### src/rtl/cfr_pkg.sv
package cfr_pkg;

  // frame geometry
  localparam int unsigned FRAME_CAPACITY_DEF = 16;
  localparam int unsigned SHORT_FRAME_LEN    = 4;
  localparam int unsigned MOVE_FRAME_LEN     = 12;

  // register reset values
  localparam logic [7:0] HEADER_FIRST_RST  = 8'hAA;
  localparam logic [7:0] HEADER_SECOND_RST = 8'h55;
  localparam logic [7:0] MOVEMENT_CODE_RST = 8'h01;

  // register indexes
  typedef enum logic [1:0] {
    REG_HEADER_FIRST  = 2'd0,
    REG_HEADER_SECOND = 2'd1,
    REG_MOVEMENT_CODE = 2'd2
  } cfr_reg_e;

  // event codes
  typedef enum logic [2:0] {
    EV_NONE     = 3'd0,
    EV_MOVE     = 3'd1,
    EV_OTHER    = 3'd2,
    EV_CHECKSUM = 3'd3,
    EV_OVERFLOW = 3'd4
  } cfr_event_e;

  // configuration as seen by the frame logic
  typedef struct packed {
    logic [7:0] header_first;
    logic [7:0] header_second;
    logic [7:0] movement_code;
  } cfr_cfg_t;

  // one result word
  typedef struct packed {
    cfr_event_e  event_res;
    logic [7:0]  command_type;
    logic [31:0] linear_bits;
    logic [31:0] angular_bits;
  } cfr_result_t;

endpackage

### src/rtl/cfr_if.sv
// received byte channel
interface cfr_byte_if;
  logic       valid;
  logic       ready;
  logic [7:0] rx_byte;

  modport source (output valid, output rx_byte, input ready);
  modport sink (input valid, input rx_byte, output ready);
endinterface

// frame event channel
interface cfr_event_if;
  logic        valid;
  logic        ready;
  logic [2:0]  event_res;
  logic [7:0]  command_type;
  logic [31:0] linear_bits;
  logic [31:0] angular_bits;

  modport source (output valid, output event_res, output command_type,
                  output linear_bits, output angular_bits, input ready);
  modport sink (input valid, input event_res, input command_type,
                input linear_bits, input angular_bits, output ready);
endinterface

### src/rtl/command_frame_receiver_top.sv
// channel   dir  payload                                              word
// rx_i      in   rx_byte[7:0]                                         one received byte
// ev_o      out  event_res[2:0] command_type[7:0] linear_bits[31:0]   one event per byte
//                angular_bits[31:0]
// cfg       in   cfg_we_i, cfg_idx_i[1:0], cfg_data_i[7:0]            register write
//
// One byte per cycle sustained while ev_o is not stalled; each byte is held in the
// input register and its event is registered in the output register.
// The frame update (window slide, 11-byte XOR, compare) is one combinational
// pass between those two registers.
// Reset clears the fill count, both valid flags and loads register defaults.
// A stalled output holds the input register, which then deasserts rx_i.ready.
module command_frame_receiver_top
  import cfr_pkg::*;
#(
  parameter int unsigned FrameCapacity = FRAME_CAPACITY_DEF
) (
  input  logic        clk_i,
  input  logic        rst_ni,
  cfr_byte_if.sink    rx_i,
  cfr_event_if.source ev_o,
  input  logic        cfg_we_i,
  input  logic [1:0]  cfg_idx_i,
  input  logic [7:0]  cfg_data_i
);

  logic        in_valid_q;
  logic [7:0]  in_byte_q;
  logic        out_can_load;
  logic        advance;
  cfr_cfg_t    cfg;
  cfr_result_t res;

  // input register handshake
  assign advance    = in_valid_q && out_can_load;
  assign rx_i.ready = !in_valid_q || advance;

  always_ff @(posedge clk_i or negedge rst_ni) begin
    if (!rst_ni) begin
      in_valid_q <= 1'b0;
    end else if (rx_i.valid && rx_i.ready) begin
      in_valid_q <= 1'b1;
    end else if (advance) begin
      in_valid_q <= 1'b0;
    end
  end

  always_ff @(posedge clk_i) begin
    if (rx_i.valid && rx_i.ready) begin
      in_byte_q <= rx_i.rx_byte;
    end
  end

  cfr_cfg_regs u_cfg_regs (
    .clk_i      (clk_i),
    .rst_ni     (rst_ni),
    .cfg_we_i   (cfg_we_i),
    .cfg_idx_i  (cfg_idx_i),
    .cfg_data_i (cfg_data_i),
    .cfg_o      (cfg)
  );

  cfr_frame_core #(
    .FrameCapacity (FrameCapacity)
  ) u_frame_core (
    .clk_i     (clk_i),
    .rst_ni    (rst_ni),
    .advance_i (advance),
    .rx_byte_i (in_byte_q),
    .cfg_i     (cfg),
    .res_o     (res)
  );

  cfr_out_reg u_out_reg (
    .clk_i      (clk_i),
    .rst_ni     (rst_ni),
    .load_i     (advance),
    .res_i      (res),
    .can_load_o (out_can_load),
    .ev_o       (ev_o)
  );

  // a processed byte always shows up as an output word
  assert property (@(posedge clk_i) disable iff (!rst_ni) advance |=> ev_o.valid)
    else $error("processed byte produced no output word");

  // frame length never exceeds the store, so the store never overflows
  assert property (@(posedge clk_i) disable iff (!rst_ni)
    ev_o.valid |-> ev_o.event_res != EV_OVERFLOW)
    else $error("frame store overflowed");

  // a byte with no event carries a zero payload
  assert property (@(posedge clk_i) disable iff (!rst_ni)
    (ev_o.valid && ev_o.event_res == EV_NONE) |->
      (ev_o.command_type == 8'd0 && ev_o.linear_bits == 32'd0 &&
       ev_o.angular_bits == 32'd0))
    else $error("payload set without an event");

endmodule

### src/rtl/cfr_cfg_regs.sv
module cfr_cfg_regs
  import cfr_pkg::*;
(
  input  logic       clk_i,
  input  logic       rst_ni,
  input  logic       cfg_we_i,
  input  logic [1:0] cfg_idx_i,
  input  logic [7:0] cfg_data_i,
  output cfr_cfg_t   cfg_o
);

  cfr_cfg_t cfg_q, cfg_d;

  // decode the write
  always_comb begin
    cfg_d = cfg_q;
    if (cfg_we_i) begin
      case (cfg_idx_i)
        REG_HEADER_FIRST:  cfg_d.header_first  = cfg_data_i;
        REG_HEADER_SECOND: cfg_d.header_second = cfg_data_i;
        REG_MOVEMENT_CODE: cfg_d.movement_code = cfg_data_i;
        default:           cfg_d = cfg_q;
      endcase
    end
  end

  always_ff @(posedge clk_i or negedge rst_ni) begin
    if (!rst_ni) begin
      cfg_q.header_first  <= HEADER_FIRST_RST;
      cfg_q.header_second <= HEADER_SECOND_RST;
      cfg_q.movement_code <= MOVEMENT_CODE_RST;
    end else begin
      cfg_q <= cfg_d;
    end
  end

  assign cfg_o = cfg_q;

endmodule

### src/rtl/cfr_frame_core.sv
module cfr_frame_core
  import cfr_pkg::*;
#(
  parameter int unsigned FrameCapacity = FRAME_CAPACITY_DEF
) (
  input  logic        clk_i,
  input  logic        rst_ni,
  input  logic        advance_i,
  input  logic [7:0]  rx_byte_i,
  input  cfr_cfg_t    cfg_i,
  output cfr_result_t res_o
);

  localparam int unsigned CntW = $clog2(FrameCapacity + 1);

  logic [CntW-1:0] count_q, count_d, count_inc;
  logic [7:0]      store_q [FrameCapacity];
  logic [7:0]      store_d [FrameCapacity];
  logic [7:0]      merged  [FrameCapacity];
  logic            hdr_ok;
  logic            is_move;
  logic [7:0]      x_short;
  logic [7:0]      x_long;
  cfr_result_t     res;

  // store with the new byte placed at the fill position
  always_comb begin
    for (int i = 0; i < FrameCapacity; i++) begin
      merged[i] = (CntW'(i) == count_q) ? rx_byte_i : store_q[i];
    end
  end

  // header, command and checksum terms
  always_comb begin
    x_long = 8'd0;
    for (int i = 0; i < MOVE_FRAME_LEN - 1; i++) begin
      x_long = x_long ^ merged[i];
    end
  end

  assign count_inc = count_q + CntW'(1);
  assign hdr_ok    = (merged[0] == cfg_i.header_first) &&
                     (merged[1] == cfg_i.header_second);
  assign is_move   = (merged[2] == cfg_i.movement_code);
  assign x_short   = merged[0] ^ merged[1] ^ merged[2];

  // next state and result for one byte
  always_comb begin
    count_d = count_q;
    store_d = store_q;
    res     = '0;
    res.event_res = EV_NONE;
    if (count_q == CntW'(FrameCapacity)) begin
      // full store: drop the byte and start over
      count_d       = '0;
      res.event_res = EV_OVERFLOW;
    end else begin
      store_d = merged;
      count_d = count_inc;
      if (count_inc >= CntW'(2)) begin
        if (hdr_ok) begin
          if (count_inc >= CntW'(SHORT_FRAME_LEN)) begin
            if (!is_move) begin
              res.command_type = merged[2];
              res.event_res    = (x_short == merged[SHORT_FRAME_LEN-1]) ? EV_OTHER
                                                                        : EV_CHECKSUM;
              count_d          = '0;
            end else if (count_inc >= CntW'(MOVE_FRAME_LEN)) begin
              res.command_type = merged[2];
              count_d          = '0;
              if (x_long == merged[MOVE_FRAME_LEN-1]) begin
                res.event_res    = EV_MOVE;
                res.linear_bits  = {merged[6], merged[5], merged[4], merged[3]};
                res.angular_bits = {merged[10], merged[9], merged[8], merged[7]};
              end else begin
                res.event_res = EV_CHECKSUM;
              end
            end
          end
        end else begin
          // header mismatch: slide the window by one byte
          for (int i = 0; i < FrameCapacity - 1; i++) begin
            store_d[i] = merged[i+1];
          end
          count_d = count_q;
        end
      end
    end
  end

  always_ff @(posedge clk_i or negedge rst_ni) begin
    if (!rst_ni) begin
      count_q <= '0;
    end else if (advance_i) begin
      count_q <= count_d;
    end
  end

  // store contents are only read below the fill count
  always_ff @(posedge clk_i) begin
    if (advance_i) begin
      store_q <= store_d;
    end
  end

  assign res_o = res;

endmodule

### src/rtl/cfr_out_reg.sv
module cfr_out_reg
  import cfr_pkg::*;
(
  input  logic        clk_i,
  input  logic        rst_ni,
  input  logic        load_i,
  input  cfr_result_t res_i,
  output logic        can_load_o,
  cfr_event_if.source ev_o
);

  logic        valid_q;
  cfr_result_t res_q;

  // free when empty or the word leaves this cycle
  assign can_load_o = !valid_q || ev_o.ready;

  always_ff @(posedge clk_i or negedge rst_ni) begin
    if (!rst_ni) begin
      valid_q <= 1'b0;
    end else if (load_i) begin
      valid_q <= 1'b1;
    end else if (ev_o.ready) begin
      valid_q <= 1'b0;
    end
  end

  always_ff @(posedge clk_i) begin
    if (load_i) begin
      res_q <= res_i;
    end
  end

  assign ev_o.valid        = valid_q;
  assign ev_o.event_res    = res_q.event_res;
  assign ev_o.command_type = res_q.command_type;
  assign ev_o.linear_bits  = res_q.linear_bits;
  assign ev_o.angular_bits = res_q.angular_bits;

endmodule

### src/flat_wrapper.sv
// flat-port wrapper written by rule: the top's interface ports become plain ports
module command_frame_receiver_top_flat import cfr_pkg::*;
#(
  parameter int unsigned FrameCapacity = FRAME_CAPACITY_DEF
)
  (clk_i, rst_ni, cfg_we_i, cfg_idx_i, cfg_data_i, rx_i_valid, rx_i_rx_byte, rx_i_ready, ev_o_valid, ev_o_event_res, ev_o_command_type, ev_o_linear_bits, ev_o_angular_bits, ev_o_ready);
  cfr_byte_if rx_i_i ();
  cfr_event_if ev_o_i ();
  input  logic clk_i;
  input  logic rst_ni;
  input  logic cfg_we_i;
  input  logic [1:0] cfg_idx_i;
  input  logic [7:0] cfg_data_i;
  input wire logic [$bits(rx_i_i.valid)-1:0] rx_i_valid;
  input wire logic [$bits(rx_i_i.rx_byte)-1:0] rx_i_rx_byte;
  output wire logic [$bits(rx_i_i.ready)-1:0] rx_i_ready;
  output wire logic [$bits(ev_o_i.valid)-1:0] ev_o_valid;
  output wire logic [$bits(ev_o_i.event_res)-1:0] ev_o_event_res;
  output wire logic [$bits(ev_o_i.command_type)-1:0] ev_o_command_type;
  output wire logic [$bits(ev_o_i.linear_bits)-1:0] ev_o_linear_bits;
  output wire logic [$bits(ev_o_i.angular_bits)-1:0] ev_o_angular_bits;
  input wire logic [$bits(ev_o_i.ready)-1:0] ev_o_ready;
  assign rx_i_i.valid = rx_i_valid;
  assign rx_i_i.rx_byte = rx_i_rx_byte;
  assign rx_i_ready = rx_i_i.ready;
  assign ev_o_valid = ev_o_i.valid;
  assign ev_o_event_res = ev_o_i.event_res;
  assign ev_o_command_type = ev_o_i.command_type;
  assign ev_o_linear_bits = ev_o_i.linear_bits;
  assign ev_o_angular_bits = ev_o_i.angular_bits;
  assign ev_o_i.ready = ev_o_ready;
  command_frame_receiver_top #(.FrameCapacity(FrameCapacity)) u_core (.clk_i(clk_i), .rst_ni(rst_ni), .rx_i(rx_i_i), .ev_o(ev_o_i), .cfg_we_i(cfg_we_i), .cfg_idx_i(cfg_idx_i), .cfg_data_i(cfg_data_i));
endmodule
### config.mk
export PLATFORM = sky130hd
export DESIGN_NAME = command_frame_receiver_top_flat
export DESIGN_NICKNAME = d
export VERILOG_FILES = /design/src/rtl/cfr_pkg.sv /design/src/rtl/cfr_if.sv /design/src/rtl/command_frame_receiver_top.sv /design/src/rtl/cfr_cfg_regs.sv /design/src/rtl/cfr_frame_core.sv /design/src/rtl/cfr_out_reg.sv /design/src/flat_wrapper.sv
export SDC_FILE = /design/constraint.sdc
export NUM_CORES = 1
export LEC_CHECK = 0
export ABC_CLOCK_PERIOD_IN_PS = 8300
export BUFFER_PORTS_ARGS = -buffer_cell sky130_fd_sc_hd__buf_2
export CORE_MARGIN = 2
export CORE_UTILIZATION = 25
export DETAILED_ROUTE_END_ITERATION = 7
export GPL_TIMING_DRIVEN = 1
export HOLD_SLACK_MARGIN = 0.06
export PLACE_DENSITY_LB_ADDON = 0.15
export SYNTH_ARGS = -nofsm -noshare
export SYNTH_HDL_FRONTEND = slang
export SYNTH_HIERARCHICAL = 1
export SYNTH_SLANG_ARGS = --single-unit
### constraint.sdc
create_clock -name clk_i -period 8.3 [get_ports clk_i]
set_clock_uncertainty 0.15 [all_clocks]
set_input_delay 0.83 -clock clk_i [delete_from_list [all_inputs] [get_ports clk_i]]
set_output_delay 0.83 -clock clk_i [all_outputs]
set_load 0.005 [all_outputs]
==> qor.csv, run 1 <==
metric,value,unit
status,finished clean,
holdBufCountCts,0,
io_buffer_count,99,
routabilityCongestion,0.827,
finalCriticalPeriod,5.74,ns
clockBufferDepth,3,
hold_violations,0,
syn_avg_cell_area,10.8,um^2
htreeDepth,2,
worst_slew_pin_slew,1.10,ns
vias,12400,
row_count,91,
ys_seq_area_share,46.0,%
fillCellCount,6381,
place_inst,2220,
setup_tns,0,ns
relSlewSlack,26.9,%
ir_drop,0.117,mV
cts_resized,0,
drc,0,
cts_tree,built,
clock-sinks,242,
synth_top_flop_cell,edfxtp_1,
cts-root-buf,clkbuf_16,
arrival,5.88,ns
num_antenna_cells,0,
hold_ws,0.251,ns
core_region_area,61500,um^2
critical_path_class,reg2reg,
die_h,253,um
power_per_cell_area,179,nW/um^2
fin_cells,2279,
drive_gt1_share,25.0,%
syn_area,15500,um^2
yosysWarnings,6,
setup_viol,0,
ys_ff_latch,242,
cts_buffers,35,
drt_iter0_markers,1075,
stdcell_area,17900,um^2
layout_common_cells,"211 x edfxtp_1, 142 x nand2_1, 99 x buf_2, 93 x nor3_1, 64 x xnor2_1",
drv_slew,0,
fp.dieW,253,um
insertion_delay,0.55,ns
crit_fanout,51,
max-cap-violations,0,
synth_fp_nets,1461,
ios,100,
grt-ovfl-total,0,
antenna_found_initial,1,
fmax,0.174,GHz
period_share,69.1,%
cp-end-kind,register,
ys_async_sr_fraction,12.8,%
dp_hpwl,37500,um
synthCells,1433,
leakage,6.04,nW
ant_nets,0,
layout_commonest_cell,edfxtp_1,
post_cts_buffers,0,
via_per_inst,5.42,
initial_core_util,25.2,%
hp-class,in2async,
grt_max_degree,66,
setup.worst_path.start_class,register,
p_total,3.21,mW
rsz0062_at_grt,false,
yosysUniqueCellTypes,71,
synth_edf_count,211,
grt.total_usage,17.7,%
first_pass_iters,5,
nNetsFinal,1495,
grt_pass1_vias,12000,
wirelength,57300,um
dpl_cell_area,16800,um^2
cp.required,8.44,ns
area_delta_synth_final,16.0,%
grt_pass1_wl,83800,um
wire_per_inst,25.1,um
die_area,63900,um^2
cts.clk_slew.worst_paths,0.06,ns
r2r_cells,11,
sequential cells by signal (all words and copies together) (netlist names):
signal	count
u_core/u_frame_core/store_q	128
u_core/u_out_reg/ev_o.angular_bits	32
u_core/u_out_reg/ev_o.linear_bits	32
u_core/u_cfg_regs/cfg_o	24
u_core/in_byte_q	8
u_core/u_out_reg/ev_o.command_type	8
u_core/u_frame_core/count_q	5
u_core/u_out_reg/ev_o.event_res	3
u_core/in_valid_q	1
u_core/u_out_reg/ev_o.valid	1
power by group:
| group | switching (mW) | total (mW) | internal (mW) | leakage, nW |
|---|---|---|---|---|
| registers | 0.0259 | 1.43 | 1.40 | 2.03 |
| clock network | 0.577 | 1.54 | 0.959 | 0.557 |
| logic | 0.165 | 0.246 | 0.0810 | 3.45 |
stage by stage:
step	worst slack [ns]	utilization [%]
floorplan	1.11	-
global placement	2.62	27.3
detailed placement	2.56	27.3
CTS	2.54	29.2
global route	2.31	29.2
finish	2.56	29.2
synth_stat cells (all sizes together), types with 20 or more instances:
cell / number / area (um^2)
mux2: 32 / 360
a211o: 59 / 517
a21oi: 22 / 110
inv: 27 / 101
mux2i: 53 / 633
xnor2: 64 / 561
dfrtp: 22 / 551
o221a: 58 / 653
nand2: 142 / 533
o211ai: 20 / 150
o21ai: 36 / 180
a211oi: 26 / 195
buf: 53 / 320
nor3: 133 / 866
nand3: 48 / 240
nor2: 38 / 143
or3: 52 / 325
xor2: 44 / 385
edfxtp: 211 / 6340
clkbuf: 95 / 358
a221oi: 36 / 315
final timing paths:
check	from	endpoint	slack, ns
worst max-delay path	u_core/u_frame_core/count_q[1]	u_core/u_frame_core/store_q[23]	2.56
worst min-delay path	rst_ni	u_core/u_cfg_regs/cfg_o[11]	0.25
worst max register to register	u_core/u_frame_core/count_q[1]	u_core/u_frame_core/store_q[23]	2.56
worst min register to register	u_core/u_cfg_regs/cfg_o[13]	u_core/u_cfg_regs/cfg_o[13]	0.38
max in group asynchronous	rst_ni	u_core/u_frame_core/count_q[3]	7.19
min in group clk_i	rx_i_rx_byte[2]	u_core/in_byte_q[2]	0.31
routing by layer:
layer	part of all wire, %	track usage, %	up-vias
met1	45	24.3	6230
met4	2.2	4.50	2
met3	6.3	3.11	81
li1	-	-	5628
met5	0.023	0	-
met2	47	28.6	412
worst max-delay path: stages, from the launching register on:
cell and delay [ns]:
dfrtp_1 0.41, inv_1 0.11, ha_1 0.52, or4b_1 0.99, mux2i_1 0.59, xnor2_1 0.18, nor4_1 0.08, nand4_1 0.26
o31a_2 0.72, buf_4 0.65, nand2_1 0.38, o221a_2 0.34
cells by family after synthesis:
group / after synthesis / share of synthesized area (%)
buffers and inverters: 180 / 5.16
DFF: 242 / 46.0
muxes: 85 / 6.42
AOI/OAI and AO/OA: 333 / 17.8
and+or+nand+nor: 475 / 17.3
xor gates and xnor gates: 113 / 6.84
adders and majority gates: 5 / 0.404
final cells by class:
class / count / area, um^2 / area share (%)
sequential: 242 / 7120 / 39.7
clock inverter: 12 / 156 / 0.871
inverter: 32 / 120 / 0.669
multi-input combinational: 1011 / 7720 / 43.0
timing repair buffer: 145 / 841 / 4.68
clock buffer: 47 / 995 / 5.54
tap: 790 / 988 / 5.51
Note: power is estimated with default switching activity, not from simulation.
==> inputs of run 2 (changes only) <==
Settings changed: ABC_CLOCK_PERIOD_IN_PS 8300 to 4950.
Clock period 8.3 ns to 4.95 ns, I/O delays scaled along.
==> qor.csv, run 2 (synthesized netlist as in run 1, its figures left out) <==
metric,value,unit
period_share,95.8,%
grt_max_degree,87,
row_count,91,
critPathBufInv,2,
path_delay_family,simple AND/OR/NAND/NOR gates,
vias,12700,
num_antenna_cells,0,
drc,0,
drv_slew,0,
grt_pass1_wl,87100,um
top_register,u_core/u_frame_core/store_q,
die_h,253,um
setup.worst_path.start_class,register,
clock-sinks,242,
insertion_delay,0.60,ns
rsz0062_at_grt,false,
largest_reg_flops,128,
ant_nets,0,
ir_drop,0.259,mV
finalCriticalPeriod,4.74,ns
hold_violations,0,
relSlewSlack,21.3,%
antenna_found_initial,0,
clockBufferDepth,3,
cts-root-buf,clkbuf_16,
crit_fanout,65,
fp.dieW,253,um
wirelength,59500,um
area_delta_synth_final,18.4,%
setup_ws,0.208,ns
max-cap-violations,0,
nNetsFinal,1548,
power_per_cell_area,275,nW/um^2
fillCellCount,6341,
critical_path_class,reg2reg,
ios,100,
path_cells,"ha_1, or4b_1, buf_4, mux2i_1, xor2_1, xnor2_1, xnor3_1, mux2i_1, nand4_1, buf_12, nor3_1",
drive_gt1_share,26.9,%
setup_viol,0,
cp-end-kind,register,
io_buffer_count,99,
htreeDepth,1,
cp.required,5.13,ns
fmax,0.211,GHz
first_pass_iters,5,
routabilityCongestion,0.804,
path_common_cell,mux2i_1,
dpl_worst_slack,0.0723,ns
die_area,63900,um^2
layout_common_cells,"211 x edfxtp_1, 142 x nand2_1, 99 x buf_2, 93 x nor3_1, 79 x buf_4",
grt_pass1_vias,12200,
drt_iter0_markers,1107,
grt-ovfl-total,0,
cts.clk_slew.worst_paths,0.06,ns
dp_hpwl,39700,um
layout_commonest_cell,edfxtp_1,
wire_per_inst,25.5,um
cp_slowest_cell,mux2i_1,
cts_buffers,31,
status,finished clean,
grt.total_usage,18.3,%
post-route-util,29.8,%
critical-path-max-stage-delay,0.60,ns
via_per_inst,5.44,
arrival,4.93,ns
setup_tns,0,ns
core_region_area,61500,um^2
worst_slew_pin_slew,1.18,ns
leakage,6.27,nW
hp-class,in2reg,
initial_core_util,25.2,%
cts_tree,built,
-- run 2: changes by cell type in the layout (fill, tap and decap cells not counted), moves of 2 or more --
cell / delta
clkbuf_16: -7
clkbuf_8: +4
buf_12: +6
clkinv_2: +7
buf_4: +33
bufinv_16: -3
dlygate4sd3_1: +18
clkbuf_1: -5
inv_4: +2
-- run 2: report_power, final --
part           total, mW  internal [mW]  switching, mW  leakage, nW
clock               2.20           1.26          0.940        0.494
sequential          2.41           2.35         0.0617         2.03
combinational      0.425          0.155          0.270         3.75
total               5.04           3.77           1.27         6.27
-- run 2: final timing paths --
path                                                 from                                   end  slack (ns)  cells after the start
max                        u_core/u_frame_core/count_q[0]  u_core/u_out_reg/ev_o.linear_bits[7]        0.21                     11
min in group asynchronous                          rst_ni            u_core/u_cfg_regs/cfg_o[1]        0.38                      2
min                                         cfg_data_i[2]           u_core/u_cfg_regs/cfg_o[18]        0.08                      2
max in group asynchronous                          rst_ni           u_core/u_out_reg/ev_o.valid        3.79                      2
max reg2reg                u_core/u_frame_core/count_q[0]  u_core/u_out_reg/ev_o.linear_bits[7]        0.21                     11
min reg2reg                    u_core/u_cfg_regs/cfg_o[3]            u_core/u_cfg_regs/cfg_o[3]        0.38                      1
-- run 2: worst register-to-register path, stage by stage (launching register included) --
cell and delay, ns:
dfrtp_1 0.40, ha_1 0.50, or4b_1 0.48, buf_4 0.23, mux2i_1 0.60, xor2_1 0.18, xnor2_1 0.29, xnor3_1 0.45
mux2i_1 0.20, nand4_1 0.17, buf_12 0.22, nor3_1 0.62
-- run 2: timing repair --
action,4_1_cts,5_1_grt
setup endpoints to repair,0,49
buffers inserted,0,3
hold buffers,18,0
hold endpoints to repair,50,0
resized for setup,0,1
-- run 2: layout make-up --
class                           instances  area, um^2  share of cell area [%]
Timing Repair Buffer                  202        1390                    7.58
Clock inverter                         19         119                   0.649
Tap cell                              790         988                    5.40
Clock buffer                           39         856                    4.67
Inverter                               32         120                   0.656
Multi-Input combinational cell       1011        7720                    42.1
Sequential cell                       242        7120                    38.9
-- run 2: per-layer routing --
metal	global-route usage, %	vias to the layer above	share of wire (%)
met2	29.2	402	47
met4	4.78	0	2.6
met3	2.35	69	4.9
li1	-	5727	-
met1	26.0	6497	46
met5	0	-	0
-- run 2: stage by stage --
| stage | power (mW) | std cells | hold slack (ns) | instance area (um^2) |
|---|---|---|---|---|
| 2_1_floorplan | 2.65 | 1433 | 0.0494 | 15500 |
| 3_3_place_gp | 2.88 | 2256 | 0.364 | 17100 |
| 3_5_place_dp | 2.88 | 2256 | 0.372 | 17100 |
| 4_1_cts | 5.13 | 2332 | 0.0607 | 18300 |
| 5_1_grt | 5.22 | 2335 | 0.0639 | 18300 |
| 6_report | 5.04 | 2335 | 0.0836 | 18300 |
==> inputs of run 3 (changes only) <==
Settings changed: ABC_AREA set to 1, CORE_UTILIZATION 25 to 45, REMOVE_ABC_BUFFERS set to 1.
==> qor.csv, run 3 <==
metric,value,unit
synth_top_area_cell,edfxtp_1,
hp-class,in2reg,
synth_edf_count,211,
ys_async_sr_fraction,12.8,%
reg2reg_to,u_core/u_out_reg/ev_o.linear_bits[23],
status,finished clean,
p_clk_share,18.7,%
grt_pass1_wl,63200,um
hold_violations,0,
fmax,0.225,GHz
setup.worst_path.start_class,register,
r2r_cells,18,
synthTopCellsByArea,"edfxtp_1 45%, nand2_1 20%, o21ai_0 7.0%",
ir_drop,0.844,mV
synth.most_common_cell,nand2_1,
via_per_inst,5.29,
htreeDepth,1,
dp_hpwl,27300,um
core_region_area,30600,um^2
p_int,6.06,mW
drive_gt1_share,12.9,%
drt_iter0_markers,1186,
crit_fanout,36,
period_share,89.9,%
synth_common_cells,"749 x nand2_1, 211 x edfxtp_1, 196 x o21ai_0",
synth_top_area_share,45.3,%
critical_path_class,reg2reg,
antenna_found_initial,0,
vias,12100,
worstReg2RegStart,u_core/u_frame_core/count_q[1],
cp-end-kind,register,
p_comb_share,49.1,%
min_from,cfg_data_i[7],
synth_top_flop_cell,edfxtp_1,
max-cap-violations,0,
hold_depth,3,
relSlewSlack,25.1,%
die_area,32500,um^2
finalCriticalPeriod,4.45,ns
multi_input_comb_area,5820,um^2
rsz0062_at_grt,false,
io_buffer_count,99,
stdcell_area,15800,um^2
grt_pass1_vias,11300,
p_seq_share,32.2,%
drc,0,
swShare,44.3,%
grt-ovfl-total,0,
ys_seq_area_share,51.0,%
clockBufferDepth,3,
initial_core_util,45.7,%
grt_max_degree,202,
cts-root-buf,clkbuf_16,
largest_reg_flops,128,
worst_slew_pin_slew,1.12,ns
yosysWarnings,6,
arrival,4.68,ns
layout_common_cells,"748 x nand2_1, 211 x edfxtp_1, 196 x o21ai_0, 146 x inv_1, 99 x buf_2",
cts_tree,built,
layout_commonest_cell,nand2_1,
num_antenna_cells,0,
dpl_cell_area,14800,um^2
clock-sinks,242,
wire_per_inst,17.5,um
p_sw,4.82,mW
nNetsFinal,1898,
ff2ff_setup_slack,0.50,ns
fillCellCount,2961,
setup_tns,0,ns
leakage,7.35,nW
fp.dieW,180,um
power_per_cell_area,688,nW/um^2
seq_area,7120,um^2
routabilityCongestion,0.948,
cts.clk_slew.worst_paths,0.06,ns
yosysUniqueCellTypes,32,
synthCells,1781,
insertion_delay,0.55,ns
row_count,64,
syn_avg_cell_area,7.85,um^2
syn_area,14000,um^2
cts_buffers,28,
grt.total_usage,24.5,%
ant_nets,0,
drv_slew,0,
setup_viol,0,
die_h,180,um
hold_end,u_core/u_cfg_regs/cfg_o[23],
post_cts_buffers,0,
wirelength,40000,um
ys_ff_latch,242,
p_total,10.9,mW
area_delta_synth_final,13.1,%
ios,100,
first_pass_iters,6,
top_register,u_core/u_frame_core/store_q,
cp.required,5.19,ns
## run 3: cell type report
class / instances / share of cell area, %
sequential: 242 / 45.1
multi-input combinational: 1301 / 36.8
timing repair buffer: 141 / 5.68
clock buffer: 36 / 4.76
inverter: 156 / 3.71
tap: 396 / 3.13
clock inverter: 14 / 0.863
## run 3: stage by stage
step,util (%),hold WS [ns],setup WS (ns),cells
after detailed placement,48.3,0.315,0.569,2221
final,51.7,0.0766,0.502,2286
after global routing,51.7,0.0774,0.150,2286
after floorplan,-,0.0494,-3.56,1699
after global placement,48.3,0.310,0.623,2221
after CTS,51.7,0.0627,0.546,2286
## run 3: layer usage
metal | GRT usage, % | share of wire [%]
met4 | 8.16 | 3.4
met1 | 34.4 | 44
met2 | 39.3 | 45
met5 | 0 | 0
met3 | 3.44 | 7.0
## run 3: worst max path at each step
stage / startpoint / end / slack [ns] / cells past startpoint
2_1_floorplan: ev_o_ready / u_core/u_frame_core/store_q[0] / -3.56 / 6
3_5_place_dp: u_core/u_frame_core/count_q[1] / u_core/u_out_reg/ev_o.linear_bits[21] / 0.57 / 18
5_1_grt: u_core/u_frame_core/count_q[1] / u_core/u_out_reg/ev_o.linear_bits[9] / 0.15 / 18
3_3_place_gp: u_core/u_frame_core/count_q[1] / u_core/u_out_reg/ev_o.linear_bits[12] / 0.62 / 18
4_1_cts: u_core/u_frame_core/count_q[0] / u_core/u_out_reg/ev_o.linear_bits[21] / 0.55 / 18
6_report: u_core/u_frame_core/count_q[1] / u_core/u_out_reg/ev_o.linear_bits[23] / 0.50 / 18
## run 3: what timing repair did
| action | CTS | global route |
|---|---|---|
| endpoints found under the hold margin | 38 | 0 |
| gates resized for setup | 0 | 0 |
| hold buffers | 15 | 0 |
## run 3: power by group through the flow
stage	combinational [mW]	sequential, mW	clock (mW)
6_report	5.34	3.51	2.04
5_1_grt	6.08	3.58	2.15
4_1_cts	5.27	3.50	2.08
3_5_place_dp	5.23	3.53	0
3_3_place_gp	5.15	3.51	0
2_1_floorplan	3.56	3.39	0
## run 3: cells by family after synthesis
group,count (synthesis),synth area share [%]
compound gates,253,9.06
xor+xnor,24,1.50
fa+ha+maj,5,0.448
buf+inv,238,7.54
flops,242,51.0
simple gates,1019,30.5
## run 3: worst max-delay path: stages (launching register included)
cell     delay, ns
dfrtp_1       0.41
ha_1          0.28
inv_1         0.11
nor2_4        0.33
nand2_1       0.48
o21ai_0       0.60
nand2_1       0.11
nand2_1       0.11
inv_1         0.06
nand2_1       0.05
nand2_1       0.08
nand2_1       0.09
nand3_1       0.08
nand2_1       0.10
nand2_1       0.07
nor2_2        0.16
nand3_4       0.51
buf_12        0.39
nor2_1        0.11
